[config.mk]
export PLATFORM = sky130hd
export DESIGN_NAME = profile_derivative_zero_crossing_unit
export DESIGN_NICKNAME = d
export VERILOG_FILES = /design/src/rtl/pdzc_pkg.sv /design/src/rtl/profile_derivative_zero_crossing_unit.sv
export SDC_FILE = /design/constraint.sdc
export NUM_CORES = 1
export LEC_CHECK = 0
export ABC_AREA = 1
export BUFFER_PORTS_ARGS = -buffer_cell sky130_fd_sc_hd__buf_2
export CAP_MARGIN = 40
export CORE_MARGIN = 1
export CORE_UTILIZATION = 50
export DETAILED_ROUTE_END_ITERATION = 6
export GPL_ROUTABILITY_DRIVEN = 0
export HOLD_SLACK_MARGIN = 0.02
export PLACE_DENSITY = 0.75
export SLEW_MARGIN = 40
export SYNTH_ARGS = -nofsm -noshare
export SYNTH_HDL_FRONTEND = slang
export SYNTH_SLANG_ARGS = --single-unit
[constraint.sdc]
create_clock -name i_clk -period 6.1 [get_ports i_clk]
set_input_delay 1.22 -clock i_clk [delete_from_list [all_inputs] [get_ports i_clk]]
set_output_delay 1.22 -clock i_clk [all_outputs]
set_load 0.1 [all_outputs]
[src/rtl/pdzc_pkg.sv]
// shared constants of the profile derivative and zero-crossing unit
// no dependencies

package pdzc_pkg;

    localparam int SLOPE_W = 17;
    localparam int CURV_W  = 18;

    // flush sequencer codes, counted down after a last-sample transaction
    localparam logic [1:0] FLUSH_IDLE  = 2'd0;
    localparam logic [1:0] FLUSH_LAST  = 2'd1;
    localparam logic [1:0] FLUSH_MID   = 2'd2;
    localparam logic [1:0] FLUSH_FIRST = 2'd3;

    localparam logic [1:0] SEEN_FULL = 2'd3;

endpackage

[src/rtl/profile_derivative_zero_crossing_unit.sv]
// Usage of profile_derivative_zero_crossing_unit
// Input channel: i_valid / o_stall carry i_sample (signed, SAMPLE_BITS) and
// i_is_last. A transaction happens at a rising edge with i_valid high and
// o_stall low.
// Output channel: o_valid / i_stall carry o_slope (f[i-1]-f[i+1], zeroed
// at sharpened zero crossings), o_curvature_x2 (f[i-1]-2f[i]+f[i+1]) and
// o_final_result. A transaction happens with o_valid high and i_stall low.
// A sequence of n samples gives exactly n results, in order.
// The result for sample i is written into the output register, or into the
// skid register, when sample i+3 is taken (or a flush step stands in for it);
// the tail of a sequence comes out of a flush that the last sample starts.
// Throughput: one sample per cycle while o_stall is low, set by the single
// window update per clock; a last sample starts a flush with o_stall high.
// The output has a register plus a skid register, so a sample is still
// taken while one result waits; o_stall rises only when the skid register
// is occupied or during the flush.
// Reset (i_rst_n low, synchronous) clears the windows, the sample count,
// the flush sequencer and both output valid flags. The window state also
// clears by itself after the final result of a sequence.

module profile_derivative_zero_crossing_unit
    import pdzc_pkg::*;
#(
    parameter int SAMPLE_BITS = 16
) (
    input  logic                          i_clk,
    input  logic                          i_rst_n,
    input  logic                          i_valid,
    output logic                          o_stall,
    input  logic signed [SAMPLE_BITS-1:0] i_sample,
    input  logic                          i_is_last,
    output logic                          o_valid,
    input  logic                          i_stall,
    output logic signed [SLOPE_W-1:0]     o_slope,
    output logic signed [CURV_W-1:0]      o_curvature_x2,
    output logic                          o_final_result
);

    localparam int SB   = SAMPLE_BITS;
    localparam int RW   = SB + 1;  // raw slope width
    localparam int CW   = SB + 2;  // curvature width
    localparam int WIDE = SB + 20;

    // window state
    logic signed [SB-1:0] r_sw0, r_sw1;
    logic signed [RW-1:0] r_raw0, r_raw1;
    logic signed [RW-1:0] r_cur0, r_cur1;
    logic signed [CW-1:0] r_curv0, r_curv1;
    logic                 r_flag0;
    logic [1:0]           r_seen;
    logic [1:0]           r_flush;

    // output register and skid
    logic                     r_out_valid, r_skid_valid;
    logic signed [RW-1:0]     r_out_slope, r_skid_slope;
    logic signed [CW-1:0]     r_out_curv, r_skid_curv;
    logic                     r_out_final, r_skid_final;

    logic                 in_acc, adv, cross_ok, is_final, emit, res_valid, out_take;
    logic signed [SB-1:0] adv_s;
    logic signed [RW-1:0] n_raw;
    logic signed [CW-1:0] n_curv;
    logic signed [CW-1:0] sw1_x, sw0_x, s_x;
    logic                 n_flag;
    logic signed [RW-1:0] n_cur0, n_cur1, res_slope;
    logic [RW-1:0]        mag_old, mag_new;
    logic [1:0]           n_flush;
    logic [1:0]           n_seen;
    logic                 raw_old_pos, raw_new_pos;
    logic signed [WIDE-1:0] slope_wide;
    logic signed [WIDE-1:0] curv_wide;

    assign o_stall  = r_skid_valid || (r_flush != FLUSH_IDLE);
    assign in_acc   = i_valid && !o_stall;
    assign adv      = in_acc || ((r_flush != FLUSH_IDLE) && !r_skid_valid);
    assign adv_s    = (r_flush == FLUSH_IDLE) ? i_sample : '0;
    assign cross_ok = (r_flush == FLUSH_IDLE) || (r_flush == FLUSH_FIRST);
    assign is_final = (r_flush == FLUSH_LAST);
    assign emit     = (r_seen == SEEN_FULL);
    assign out_take = r_out_valid && !i_stall;
    assign res_valid = adv && emit;

    always_comb begin
        sw1_x  = {{2{r_sw1[SB-1]}}, r_sw1};
        sw0_x  = {{2{r_sw0[SB-1]}}, r_sw0};
        s_x    = {{2{adv_s[SB-1]}}, adv_s};
        n_raw  = RW'(sw1_x - s_x);
        n_curv = sw1_x - sw0_x - sw0_x + s_x;

        // a slope counts as positive when nonzero and sign clear
        raw_old_pos = !r_raw1[RW-1] && (r_raw1 != '0);
        raw_new_pos = !n_raw[RW-1] && (n_raw != '0);
        n_flag = cross_ok && emit && (raw_old_pos != raw_new_pos);

        mag_old = r_cur1[RW-1] ? RW'(-r_cur1) : RW'(r_cur1);
        mag_new = r_cur0[RW-1] ? RW'(-r_cur0) : RW'(r_cur0);

        res_slope = r_cur1;
        n_cur1    = r_cur0;
        n_cur0    = n_raw;
        // two neighboring crossings: zero the weaker slope, the later one on a tie
        if (r_flag0 && n_flag) begin
            if (mag_old < mag_new) begin
                res_slope = '0;
            end else begin
                n_cur1 = '0;
            end
        end

        n_seen = emit ? r_seen : r_seen + 2'd1;

        n_flush = r_flush;
        if (in_acc && i_is_last) begin
            n_flush = FLUSH_FIRST;
        end else if (adv && (r_flush != FLUSH_IDLE)) begin
            n_flush = r_flush - 2'd1;
        end
    end

    always_ff @(posedge i_clk) begin
        if (!i_rst_n || (adv && is_final)) begin
            r_sw0   <= '0;
            r_sw1   <= '0;
            r_raw0  <= '0;
            r_raw1  <= '0;
            r_cur0  <= '0;
            r_cur1  <= '0;
            r_curv0 <= '0;
            r_curv1 <= '0;
            r_flag0 <= 1'b0;
            r_seen  <= '0;
        end else if (adv) begin
            r_sw1   <= r_sw0;
            r_sw0   <= adv_s;
            r_raw1  <= r_raw0;
            r_raw0  <= n_raw;
            r_cur1  <= n_cur1;
            r_cur0  <= n_cur0;
            r_curv1 <= r_curv0;
            r_curv0 <= n_curv;
            r_flag0 <= n_flag;
            r_seen  <= n_seen;
        end
    end

    always_ff @(posedge i_clk) begin
        if (!i_rst_n) begin
            r_flush      <= FLUSH_IDLE;
            r_out_valid  <= 1'b0;
            r_skid_valid <= 1'b0;
        end else begin
            r_flush <= n_flush;
            if (res_valid) begin
                if (!r_out_valid || out_take) begin
                    r_out_valid <= 1'b1;
                end else begin
                    r_skid_valid <= 1'b1;
                end
            end else if (r_skid_valid && out_take) begin
                r_skid_valid <= 1'b0;
            end else if (out_take) begin
                r_out_valid <= 1'b0;
            end
        end
    end

    // payload of output register and skid
    always_ff @(posedge i_clk) begin
        if (res_valid) begin
            if (!r_out_valid || out_take) begin
                r_out_slope <= res_slope;
                r_out_curv  <= r_curv1;
                r_out_final <= is_final;
            end else begin
                r_skid_slope <= res_slope;
                r_skid_curv  <= r_curv1;
                r_skid_final <= is_final;
            end
        end else if (r_skid_valid && out_take) begin
            r_out_slope <= r_skid_slope;
            r_out_curv  <= r_skid_curv;
            r_out_final <= r_skid_final;
        end
    end

    // outputs keep the low bits of the full-width values
    assign slope_wide     = {{(WIDE-RW){r_out_slope[RW-1]}}, r_out_slope};
    assign curv_wide      = {{(WIDE-CW){r_out_curv[CW-1]}}, r_out_curv};
    assign o_valid        = r_out_valid;
    assign o_slope        = slope_wide[SLOPE_W-1:0];
    assign o_curvature_x2 = curv_wide[CURV_W-1:0];
    assign o_final_result = r_out_final;

    a_skid_needs_out: assert property (@(posedge i_clk) disable iff (!i_rst_n)
        r_skid_valid |-> r_out_valid)
        else $error("skid register holds a result while output register is empty");

    a_skid_on_stall: assert property (@(posedge i_clk) disable iff (!i_rst_n)
        $rose(r_skid_valid) |-> $past(r_out_valid && i_stall))
        else $error("skid register filled without a stalled output");

    a_flush_clears: assert property (@(posedge i_clk) disable iff (!i_rst_n)
        (adv && is_final) |=> (r_seen == '0 && r_flush == FLUSH_IDLE))
        else $error("state not cleared after the final flush step");

endmodule

-- Word level (Yosys, flattened, before mapping)
Index checks and enable logic that the tools add are counted.
W data, S select, Z words.
- word-level logic and storage cells: 98
- register bits after elaboration: 198
- bitwise gates (word level): 2
- $add $sub $neg: 8
- equal/unequal tests: 7
- muxes and demuxes: 25
- reductions and logical operators: 37
- magnitude comparators: 1
- operators with widths (kind ; number):
    $mux W17 ; 9
    $mux W18 ; 3
    $neg A17 Y17 ; 2
    $reduce_bool A17 Y1 ; 2
    $sub A16 B16 Y17 ; 2
    $add A18 B16 Y18 ; 1
    $sub A17 B16 Y18 ; 1
    $lt A17 B17 Y1 ; 1
    $mux W16 ; 1
    $logic_and A1 B1 Y1 ; 13
    $mux W1 ; 10
    $reduce_and A2 Y1 ; 4
    $reduce_bool A2 Y1 ; 4
    $logic_not A1 Y1 ; 7
    $logic_or A1 B1 Y1 ; 5
    $eq A2 B2 Y1 const B ; 2
    $mux W2 ; 2
    $ne A2 B2 Y1 const B ; 2
    $reduce_and A3 Y1 ; 1
    $add A2 B1 Y2 const B ; 1
    $eq A2 B1 Y1 const B ; 1
    $logic_not A2 Y1 ; 1
    $ne A2 B1 Y1 const B ; 1
    $not A1 Y1 ; 2
    other kinds (2) ; 2

-- Longest topological paths before layout
Gate-level depths: netlist (run 1).
- word-level depth: 11
- gate-level depth with buffers: 26
- depth with buffers taken out: 23

-- Least setup slack after synthesis (run 1)
Ideal clock, no wire load.
- path kind: in2reg
- start point: in i_valid
- end point: reg r_skid_curv[0] (enable)
- cell stages on the path: 6
- arrival time: 4.228 ns
- slack: 1.396 ns
- setup time: 0.476 ns
- cells stage by stage: nand3_1 > inv_2 > nor2_1 > nor2_1 > inv_1 > nor3_1
- word-level cells in the longest chain between the ends: 4
- ends and longest elaborated chain (what ; RTL line ; text):
    start: declaration ; profile_derivative_zero_crossing_unit.sv:28 ; input logic i_valid,
    $logic_and A1 B1 Y1 ; profile_derivative_zero_crossing_unit.sv:74 ; assign in_acc = i_valid && !o_stall;
    $logic_or A1 B1 Y1 ; profile_derivative_zero_crossing_unit.sv:75 ; assign adv = in_acc || ((r_flush != FLUSH_IDLE) && !r_skid_valid);
    $logic_and A1 B1 Y1 ; profile_derivative_zero_crossing_unit.sv:81 ; assign res_valid = adv && emit;
    $reduce_and A2 Y1 (no line) ; -- ;
    end signal: assignment ; profile_derivative_zero_crossing_unit.sv:176 ; r_skid_curv <= r_curv1;
    end: declaration ; profile_derivative_zero_crossing_unit.sv:56 ; logic signed [CW-1:0] r_out_curv, r_skid_curv;
No other way between the ends.
A chain may end at the register's enable or synchronous reset.

-- Worst setup path in the final report (run 1)
- start point: reg r_flush[0]
- end point: reg r_curv0[14]
- word-level cells in the longest chain between the ends: 7
- ends and longest elaborated chain (what ; RTL line ; text):
    start: declaration ; profile_derivative_zero_crossing_unit.sv:51 ; logic [1:0] r_flush;
    start signal: assignment ; profile_derivative_zero_crossing_unit.sv:152 ; r_flush <= n_flush;
    branches (longest 7 deep; another with $add A18 B16 Y18) ; -- ;
    end signal: assignment ; profile_derivative_zero_crossing_unit.sv:140 ; r_curv0 <= n_curv;
    end: declaration ; profile_derivative_zero_crossing_unit.sv:48 ; logic signed [CW-1:0] r_curv0, r_curv1;
Parallel ways; which one is timed is not known.

==> summary.md, run 1 <==
| Metric | Value |
|---|---|
| Run status | `complete, no violations` |
| Top cells by area, synth | `dfxtp_1, edfxtp_1, nand2_1, inv_1, ha_1` |
| DRT Pass-1 Iters | `5` |
| Antenna-violating nets left | `0` |
| Synth cell types | `47` |
| Clock Latency Late Sink | `0.45 ns` |
| Final Hold Slack | `0.459 ns` |
| Post-synth EDFFs | `72` |
| Register area share after synthesis | `42.3%` |
| DR WL/cell | `13.4 um` |
| DRC | `0` |
| Clock Sinks | `198` |
| Worst setup margin | `1.98 ns` |
| Max-cap viol count | `0` |
| Synthesized area | `0.0111 mm^2` |
| Worst reg2reg path depth | `18` |
| DRT iter0 DRCs | `563` |
| Layout cell share with drive strength beyond 1 | `11.6%` |
| Post-Syn Nets | `1513` |
| Buffers on Ports | `58` |
| Initial antenna violation count | `0` |
| Grt met3 use | `3.48%` |
| CP Class | `flip-flop to flip-flop` |
| Yosys reg bits | `198` |
| # IOs | `59` |
| Antenna cells | `0` |
| Count leader, synth | `nand2_1` |
| Type of the most critical hold path | `flip-flop to flip-flop` |
| CP Data Arrival Time | `4.51 ns` |
| Pwr dens | `521 mW/mm^2` |
| Biggest area consumer among synthesized cells | `dfxtp_1` |
| CTS H-tree depth | `4` |
| Row count | `54` |
| Chip Height | `151 um` |
| Largest net degree at the start of global routing | `87` |
| Slew Limit Fails | `0` |
| CP required | `6.49 ns` |
| Max incr delay on CP | `0.70 ns` |
| Critical Path Sink Type | `flip-flop` |
| Yosys warning count | `0` |
| Post-synth top area share | `22.8%` |
| Final Skew | `0.0142 ns` |
| Final Setup Violations | `0` |
| Core ar. | `0.0218 mm^2` |
| Root Driver | `clkbuf_16` |
| Via count | `8876` |
| RSZ-0062 raised after global routing | `no` |
| Hold_buf cts | `0` |
| Met2 Usage GRT | `34.6%` |
| Slowest-stage cell, CP | `ha_1` |
| Count of final hold-check violations | `0` |
| GR Util met1 | `29.6%` |
| Hold Crit Depth | `2` |
| Post-cts resize count | `0` |
| Post CTS Setup Buffer Count | `0` |
| Synth top cells by count | `nand2_1, inv_1, dfxtp_1` |
| Cts bufs inserted | `17` |
| Cell chain of the critical path | `inv_1, ha_1, nand2_1, fa_1, inv_1, ha_1, inv_1, fa_1, o21ai_1, a21oi_1, o21ai_1, a21boi_0, o21ai_1, nand2_1, nand2_1, xor2_1, o21ai_1, inv_1` |
| Top FF cell, synth | `dfxtp_1` |
| Die X | `151 um` |
| Peak supply drop | `0.260 mV` |
| Layer with the highest usage | `met2` |
| Achievable Freq | `0.243 GHz` |
| Avg Cell Area, Syn | `7.80 um^2` |
| Leakage power | `5.50 nW` |
| Total wire length | `23300 um` |
| Synthesized instance count | `1418` |
| CTS tree | `done` |
| Post-DP HPWL | `16800 um` |
| Gr ovfl total | `0` |
| Fin crit period | `4.12 ns` |
| Place WS | `1.87 ns` |
| Fin Setup TNS | `0 ns` |
| Clock-pin slew on the worst setup and hold paths | `0.08 ns` |
| Tcrit/Tclk final | `67.5%` |
| Clock tree buffer depth | `2` |
| Synthesis-to-finish area growth | `10.3%` |
| Initial Util | `50.9%` |
| Finished Core Util | `56.1%` |
| Final nets | `1545` |
| Rel. slew slack | `44.9%` |
| Vias in the first global route | `8171` |
| Async S/R FF share, synth | `0%` |
| Worst Path Max Fanout | `19` |
| Vias per Instance | `5.09` |
| First-pass GRT wire length | `39300 um` |
| Actual slew at the worst max-slew pin | `0.827 ns` |
| Total Routing Usage GR | `21.7%` |
| Worst Setup Start Kind | `flip-flop` |
| Die ar. | `0.0227 mm^2` |
where the power goes:
| part | leakage, nW | switching [mW] | internal (mW) |
|---|---|---|---|
| Clock | 0.298 | 0.597 | 0.574 |
| Sequential | 1.69 | 0.212 | 1.63 |
| Combinational | 3.51 | 2.21 | 1.13 |
| Total | 5.50 | 3.02 | 3.33 |
registers in the layout (all words and copies together) (netlist names), 16 cells and up:
| register | cells |
|---|---|
| r_sw0 | 16 |
| r_curv0 | 18 |
| r_curv1 | 18 |
| r_skid_curv | 18 |
| r_cur0 | 17 |
| o_curvature_x2 | 18 |
| o_slope | 17 |
| r_sw1 | 16 |
| r_cur1 | 17 |
| r_skid_slope | 17 |
| r_raw1 | 17 |
critical path, delay by kind of cell, from the launching register on:
kind | cells | cell delay (ns)
AOI/OAI and AO/OA | 6 | 1.14
xor gates and xnor gates | 1 | 0.16
adders and majority gates | 4 | 1.78
buffers and inverters | 4 | 0.30
DFF | 1 | 0.32
and+or+nand+nor | 3 | 0.35
cell type report:
type                       count  area (um^2)
timing repair buffer          67          389
clock buffer                  17          425
fill                        1952         9560
clock inverter                15          203
tap                          280          350
multi-input combinational    952         5340
sequential                   198         4680
inverter                     214          808
cells in the final DEF (no fill, tap or decap), drive strengths merged, types with 3 or more instances in the layout:
cell type	n
ha	56
nor2	102
xor2	37
nand3	51
a211oi	3
a31oi	3
a21oi	132
o211ai	15
or2	3
inv	224
o21ai	41
nand3b	4
and2	3
clkbuf	17
fa	18
xnor2	10
dfxtp	126
clkinv	3
nor4	6
nand2	435
buf	67
nor3	17
nand4	8
edfxtp	72
metal layers:
layer  vias up  wire, um
met3        34      1120
met2       225     10600
met4         0       424
li1       4570         -
met1      4047     11100
met5         -         0
through the flow:
stage,cells,power [mW],area (um^2)
2_1_floorplan,1418,4.44,11100
3_3_place_gp,1709,5.06,11500
3_5_place_dp,1711,5.15,11600
4_1_cts,1743,6.35,12200
5_1_grt,1743,6.90,12200
6_report,1743,6.35,12200
worst paths after layout:
kind / from / slack [ns] / to
setup reg to reg: r_flush[0] / 1.98 / r_curv0[14]
hold / removal: r_curv0[4] / 0.46 / r_curv1[4]
hold reg to reg: r_curv0[4] / 0.46 / r_curv1[4]
setup / recovery: r_flush[0] / 1.98 / r_curv0[14]
cells by family (layout without fill, tap and decap cells):
kind of cell	Yosys count	in the layout	share of synthesized area, %
buf+inv	268	313	9.65
simple gates	630	630	24.6
xor+xnor	47	47	3.72
compound gates	201	201	10.1
flops	198	198	42.3
fa+ha+maj	74	74	9.59
No activity file was read; power rests on OpenSTA's default activity.
==> inputs of run 2 (changes only) <==
==> constraint.sdc (replaced) <==
create_clock -name i_clk -period 3.8 [get_ports i_clk]
set_input_delay 0.76 -clock i_clk [delete_from_list [all_inputs] [get_ports i_clk]]
set_output_delay 0.76 -clock i_clk [all_outputs]
set_load 0.1 [all_outputs]
==> summary.md, run 2 (synthesis gave the netlist of run 1 again) <==
| Metric | Value |
|---|---|
| Chip Height | `151 um` |
| Type of the most critical hold path | `flip-flop to flip-flop` |
| CP required | `4.00 ns` |
| Core ar. | `0.0218 mm^2` |
| Critical Path Sink Type | `flip-flop` |
| DRC | `0` |
| Sw frac | `47.4%` |
| Max incr delay on CP | `0.40 ns` |
| R2r setup slk | `0.29 ns` |
| Worst reg2reg path depth | `23` |
| Peak supply drop | `0.478 mV` |
| Clock Sinks | `198` |
| Cell chain of the critical path | `inv_1, ha_4, nand2_1, inv_1, ha_1, fa_1, inv_1, nand3_1, nand3_1, nand3_1, nand3_1, nand2_1, nand2_1, nand2_1, nor2_2, nand3_2, nand3_2, nand2_2, nor2_4, nand3b_4, buf_4, nand3_1, nand2_1` |
| Antenna-violating nets left | `0` |
| Clock tree buffer depth | `2` |
| Leakage power | `5.56 nW` |
| Largest net degree at the start of global routing | `67` |
| DRT iter0 DRCs | `537` |
| Count of final hold-check violations | `0` |
| CTS tree | `done` |
| Synthesis-to-finish area growth | `11.4%` |
| Worst Setup Start Kind | `flip-flop` |
| P_int | `5.44 mW` |
| DRT Pass-1 Iters | `5` |
| Achievable Freq | `0.285 GHz` |
| Most frequent cells in the layout | `nand2_1, inv_1, dfxtp_1, a21oi_1, nor2_1` |
| Clock Latency Late Sink | `0.45 ns` |
| RSZ-0062 raised after global routing | `no` |
| Cts bufs inserted | `17` |
| Fin Setup TNS | `0 ns` |
| Final Setup Violations | `0` |
| CP Class | `flip-flop to flip-flop` |
| Initial Util | `50.9%` |
| Layout cell share with drive strength beyond 1 | `12.3%` |
| Total wire length | `23200 um` |
| Clock network power share | `18.6%` |
| CP Data Arrival Time | `3.71 ns` |
| Finished Core Util | `56.6%` |
| Max-cap viol count | `0` |
| Worst Path Max Fanout | `17` |
| Run status | `complete, no violations` |
| Gr ovfl total | `0` |
| Die ar. | `0.0227 mm^2` |
| Slowest-stage cell, CP | `fa_1` |
| CTS H-tree depth | `4` |
| # IOs | `59` |
| Row count | `54` |
| Clock-pin slew on the worst setup and hold paths | `0.08 ns` |
| DR WL/cell | `13.3 um` |
| Seq pwr share | `28.6%` |
| Placed inst area | `0.0116 mm^2` |
| Worst setup margin | `0.290 ns` |
| Place WS | `0.0527 ns` |
| Final Hold Slack | `0.449 ns` |
| Tcrit/Tclk final | `92.4%` |
| Initial antenna violation count | `0` |
| Final nets | `1553` |
| Vias in the first global route | `8159` |
| First-pass GRT wire length | `38800 um` |
| Slew Limit Fails | `0` |
| Sw power | `4.91 mW` |
| Commonest non-fill, non-tap cell in the layout | `nand2_1` |
| Rel. slew slack | `60.3%` |
| Vias per Instance | `5.10` |
| Hold Crit Depth | `0` |
| Root Driver | `clkbuf_16` |
| Antenna cells | `0` |
| Post-DP HPWL | `17100 um` |
| Buffers on Ports | `58` |
| Via count | `8923` |
| Pwr dens | `840 mW/mm^2` |
| Actual slew at the worst max-slew pin | `0.596 ns` |
| Combinational fraction of design power | `52.9%` |
| Final Cell Area | `0.0123 mm^2` |
| Total Routing Usage GR | `21.4%` |
| Fin crit period | `3.51 ns` |
| Die X | `151 um` |
| Final Skew | `0.0141 ns` |
run 2: final cells by class:
class | instances | area [um^2]
timing repair buffer | 75 | 458
clock buffer | 17 | 425
tap | 280 | 350
clock inverter | 15 | 220
inverter | 214 | 806
fill | 1968 | 9430
sequential | 198 | 4680
multi-input combinational | 952 | 5380
run 2: critical path: cells and delay by family (launching register included):
kind / cells / cell delay (ns)
adder cells (fa/ha/maj): 3 / 0.84
flip-flops: 1 / 0.33
AND/OR/NAND/NOR: 16 / 1.62
buffers and inverters: 4 / 0.47
run 2: what timing repair did:
action | 4_1_cts | 5_1_grt
buffers inserted | 0 | 0
hold buffers | 0 | 0
endpoints found under the setup margin | 0 | 57
resized for setup | 0 | 6
run 2: worst paths after layout:
| check | startpoint | to |
|---|---|---|
| worst max register to register | r_flush[0] | o_slope[1] |
| worst min register to register | r_curv1[17] | r_skid_curv[17] |
| worst min-delay path | r_curv1[17] | r_skid_curv[17] |
| worst max-delay path | r_flush[0] | o_slope[1] |
run 2: layer usage:
layer  GRT usage, %  wire length [um]  vias to the layer above  share of wire (%)
li1               -                 -                     4584                  -
met1           29.8             11300                     4087                 49
met2           33.7             10400                      214                 45
met5              0                 0                        -                  0
met3           3.15              1050                       38                4.5
met4           7.85               476                        0                2.1
run 2: power groups by stage:
stage                     Sequential [mW]  Clock, mW  Combinational (mW)
after global routing                 3.01       2.04                6.15
after detailed placement             2.99          0                5.35
after CTS                            2.94       1.94                5.41
after global placement               2.98          0                5.23
final                                2.96       1.92                5.47
after floorplan                      3.05          0                4.07
run 2: metrics by stage:
step	power [mW]	cells
global placement	8.20	1717
detailed placement	8.34	1719
finish	10.3	1751
floorplan	7.12	1418
global route	11.2	1751
CTS	10.3	1751
==> inputs of run 3 (changes only) <==
--- a/config.mk
+++ b/config.mk
@@ -8,7 +8,7 @@
 export ABC_AREA = 1
 export BUFFER_PORTS_ARGS = -buffer_cell sky130_fd_sc_hd__buf_2
 export CAP_MARGIN = 40
-export CORE_MARGIN = 1
+export CORE_MARGIN = 4
 export CORE_UTILIZATION = 50
 export DETAILED_ROUTE_END_ITERATION = 6
 export GPL_ROUTABILITY_DRIVEN = 0
==> summary.md, run 3 (synthesis gave the netlist of run 1 again) <==
| Metric | Value |
|---|---|
| Via count | `8835` |
| DRT iter0 DRCs | `521` |
| DRT Pass-1 Iters | `5` |
| Antenna-violating nets left | `0` |
| Final Non-Filler Cells | `1751` |
| First-pass GRT wire length | `40300 um` |
| Sw frac | `46.9%` |
| Seq pwr share | `29.1%` |
| Clock Sinks | `198` |
| Post-cts resize count | `0` |
| Fin crit period | `3.51 ns` |
| Fin Setup TNS | `0 ns` |
| Count of final hold-check violations | `0` |
| Vias per Instance | `5.05` |
| Area of the multi-input gates | `0.00536 mm^2` |
| Final Cell Area | `0.0123 mm^2` |
| Leakage power | `5.54 nW` |
| Tcrit/Tclk final | `92.3%` |
| Largest net degree at the start of global routing | `87` |
| Clock-pin slew on the worst setup and hold paths | `0.07 ns` |
| Antenna cells | `0` |
| CP Data Arrival Time | `3.70 ns` |
| DRC | `0` |
| Chip Height | `157 um` |
| CP Class | `flip-flop to flip-flop` |
| Post-DP HPWL | `17100 um` |
| Clock tree buffer depth | `2` |
| Die ar. | `0.0246 mm^2` |
| RSZ-0062 raised after global routing | `no` |
| Sw power | `4.77 mW` |
| Inst Count DP | `1719` |
| Cts bufs inserted | `17` |
| Rel. slew slack | `65.4%` |
| Layout cell share with drive strength beyond 1 | `12.3%` |
| Final Hold Slack | `0.465 ns` |
| Type of the most critical hold path | `flip-flop to flip-flop` |
| Final Setup Violations | `0` |
| Worst Setup Start Kind | `flip-flop` |
| Initial antenna violation count | `0` |
| Core ar. | `0.0218 mm^2` |
| Register area | `0.00468 mm^2` |
| Gr ovfl total | `0` |
| CTS H-tree depth | `4` |
| Final Skew | `0.0168 ns` |
| Commonest non-fill, non-tap cell in the layout | `nand2_1` |
| Pwr dens | `829 mW/mm^2` |
| Row count | `54` |
| Initial Util | `50.7%` |
| DR WL/cell | `13.3 um` |
| Root Driver | `clkbuf_16` |
| Fill cells | `1985` |
| Final nets | `1553` |
| Most frequent cells in the layout | `nand2_1, inv_1, dfxtp_1, a21oi_1, nor2_1` |
| Vias in the first global route | `8554` |
| Post CTS Setup Buffer Count | `0` |
| Combinational fraction of design power | `53.2%` |
| Critical Path Sink Type | `flip-flop` |
| Achievable Freq | `0.285 GHz` |
| Placed inst area | `0.0117 mm^2` |
| Die X | `157 um` |
| Peak supply drop | `0.391 mV` |
| Clock network power share | `17.7%` |
| Synthesis-to-finish area growth | `11.0%` |
| Finished Core Util | `56.3%` |
| Hold_buf cts | `0` |
| Max-cap viol count | `0` |
| Worst Path Max Fanout | `17` |
| Clock Latency Late Sink | `0.45 ns` |
| CP required | `3.99 ns` |
| Total wire length | `23300 um` |
| Slew Limit Fails | `0` |
| # IOs | `59` |
| CTS tree | `done` |
| P_int | `5.41 mW` |
| Run status | `complete, no violations` |
| Actual slew at the worst max-slew pin | `0.515 ns` |
| Buffers on Ports | `58` |
| Total Routing Usage GR | `19.8%` |
## run 3: cell types whose count changed in the layout (fill, tap and decap cells not counted), sizes merged
cell      previous run  this run
inv                224       221
clkinv               5         7
clkinvlp             0         1
## run 3: layout make-up
class,count,area share (%)
Inverter,214,6.56
Tap cell,280,2.85
Sequential cell,198,38.2
Timing Repair Buffer,75,3.86
Multi-Input combinational cell,952,43.7
Clock buffer,17,3.46
Clock inverter,15,1.43
## run 3: through the flow
stage          total power [mW]  setup slack, ns
3_3_place_gp               8.19            0.273
4_1_cts                    10.2            0.251
3_5_place_dp               8.32            0.145
6_report                   10.2            0.293
5_1_grt                    11.1          0.00211
2_1_floorplan              7.12            0.296
## run 3: worst paths after layout
check	cells after the start	end	slack, ns	from
setup / recovery	21	o_slope[16]	0.29	r_cur1[0]
hold / removal	0	r_skid_curv[17]	0.47	r_curv1[17]
setup reg to reg	21	o_slope[16]	0.29	r_cur1[0]
hold reg to reg	0	r_skid_curv[17]	0.47	r_curv1[17]
## run 3: worst max-delay path, stage by stage, from the launching register on
cell and delay, ns:
dfxtp_1 0.38, inv_1 0.11, ha_1 0.14, inv_1 0.04
nor3_1 0.20, nand2_1 0.10, nor2_1 0.09, nand3_1 0.12
nor3_2 0.18, nand3_1 0.12, nand2_1 0.12, o21ai_1 0.09
xor2_1 0.16, ha_1 0.32, nand2_1 0.07, a21oi_1 0.05
a211oi_1 0.22, nand2_1 0.15, nand3b_4 0.20, buf_4 0.23
nand3_1 0.10, nand2_1 0.06
## run 3: metal layers
layer | wire, um | vias up | GRT usage [%]
met3 | 1210 | 28 | 4.67
met5 | 0 | - | 0
met1 | 11200 | 4040 | 27.1
met2 | 10500 | 195 | 31.7
met4 | 391 | 0 | 5.41
li1 | - | 4572 | -
## run 3: power by group through the flow
stage	logic [mW]	registers (mW)	clock network, mW
2_1_floorplan	4.07	3.05	0
5_1_grt	6.15	3.01	1.93
3_5_place_dp	5.32	2.99	0
3_3_place_gp	5.21	2.98	0
4_1_cts	5.38	2.95	1.83
6_report	5.41	2.96	1.81
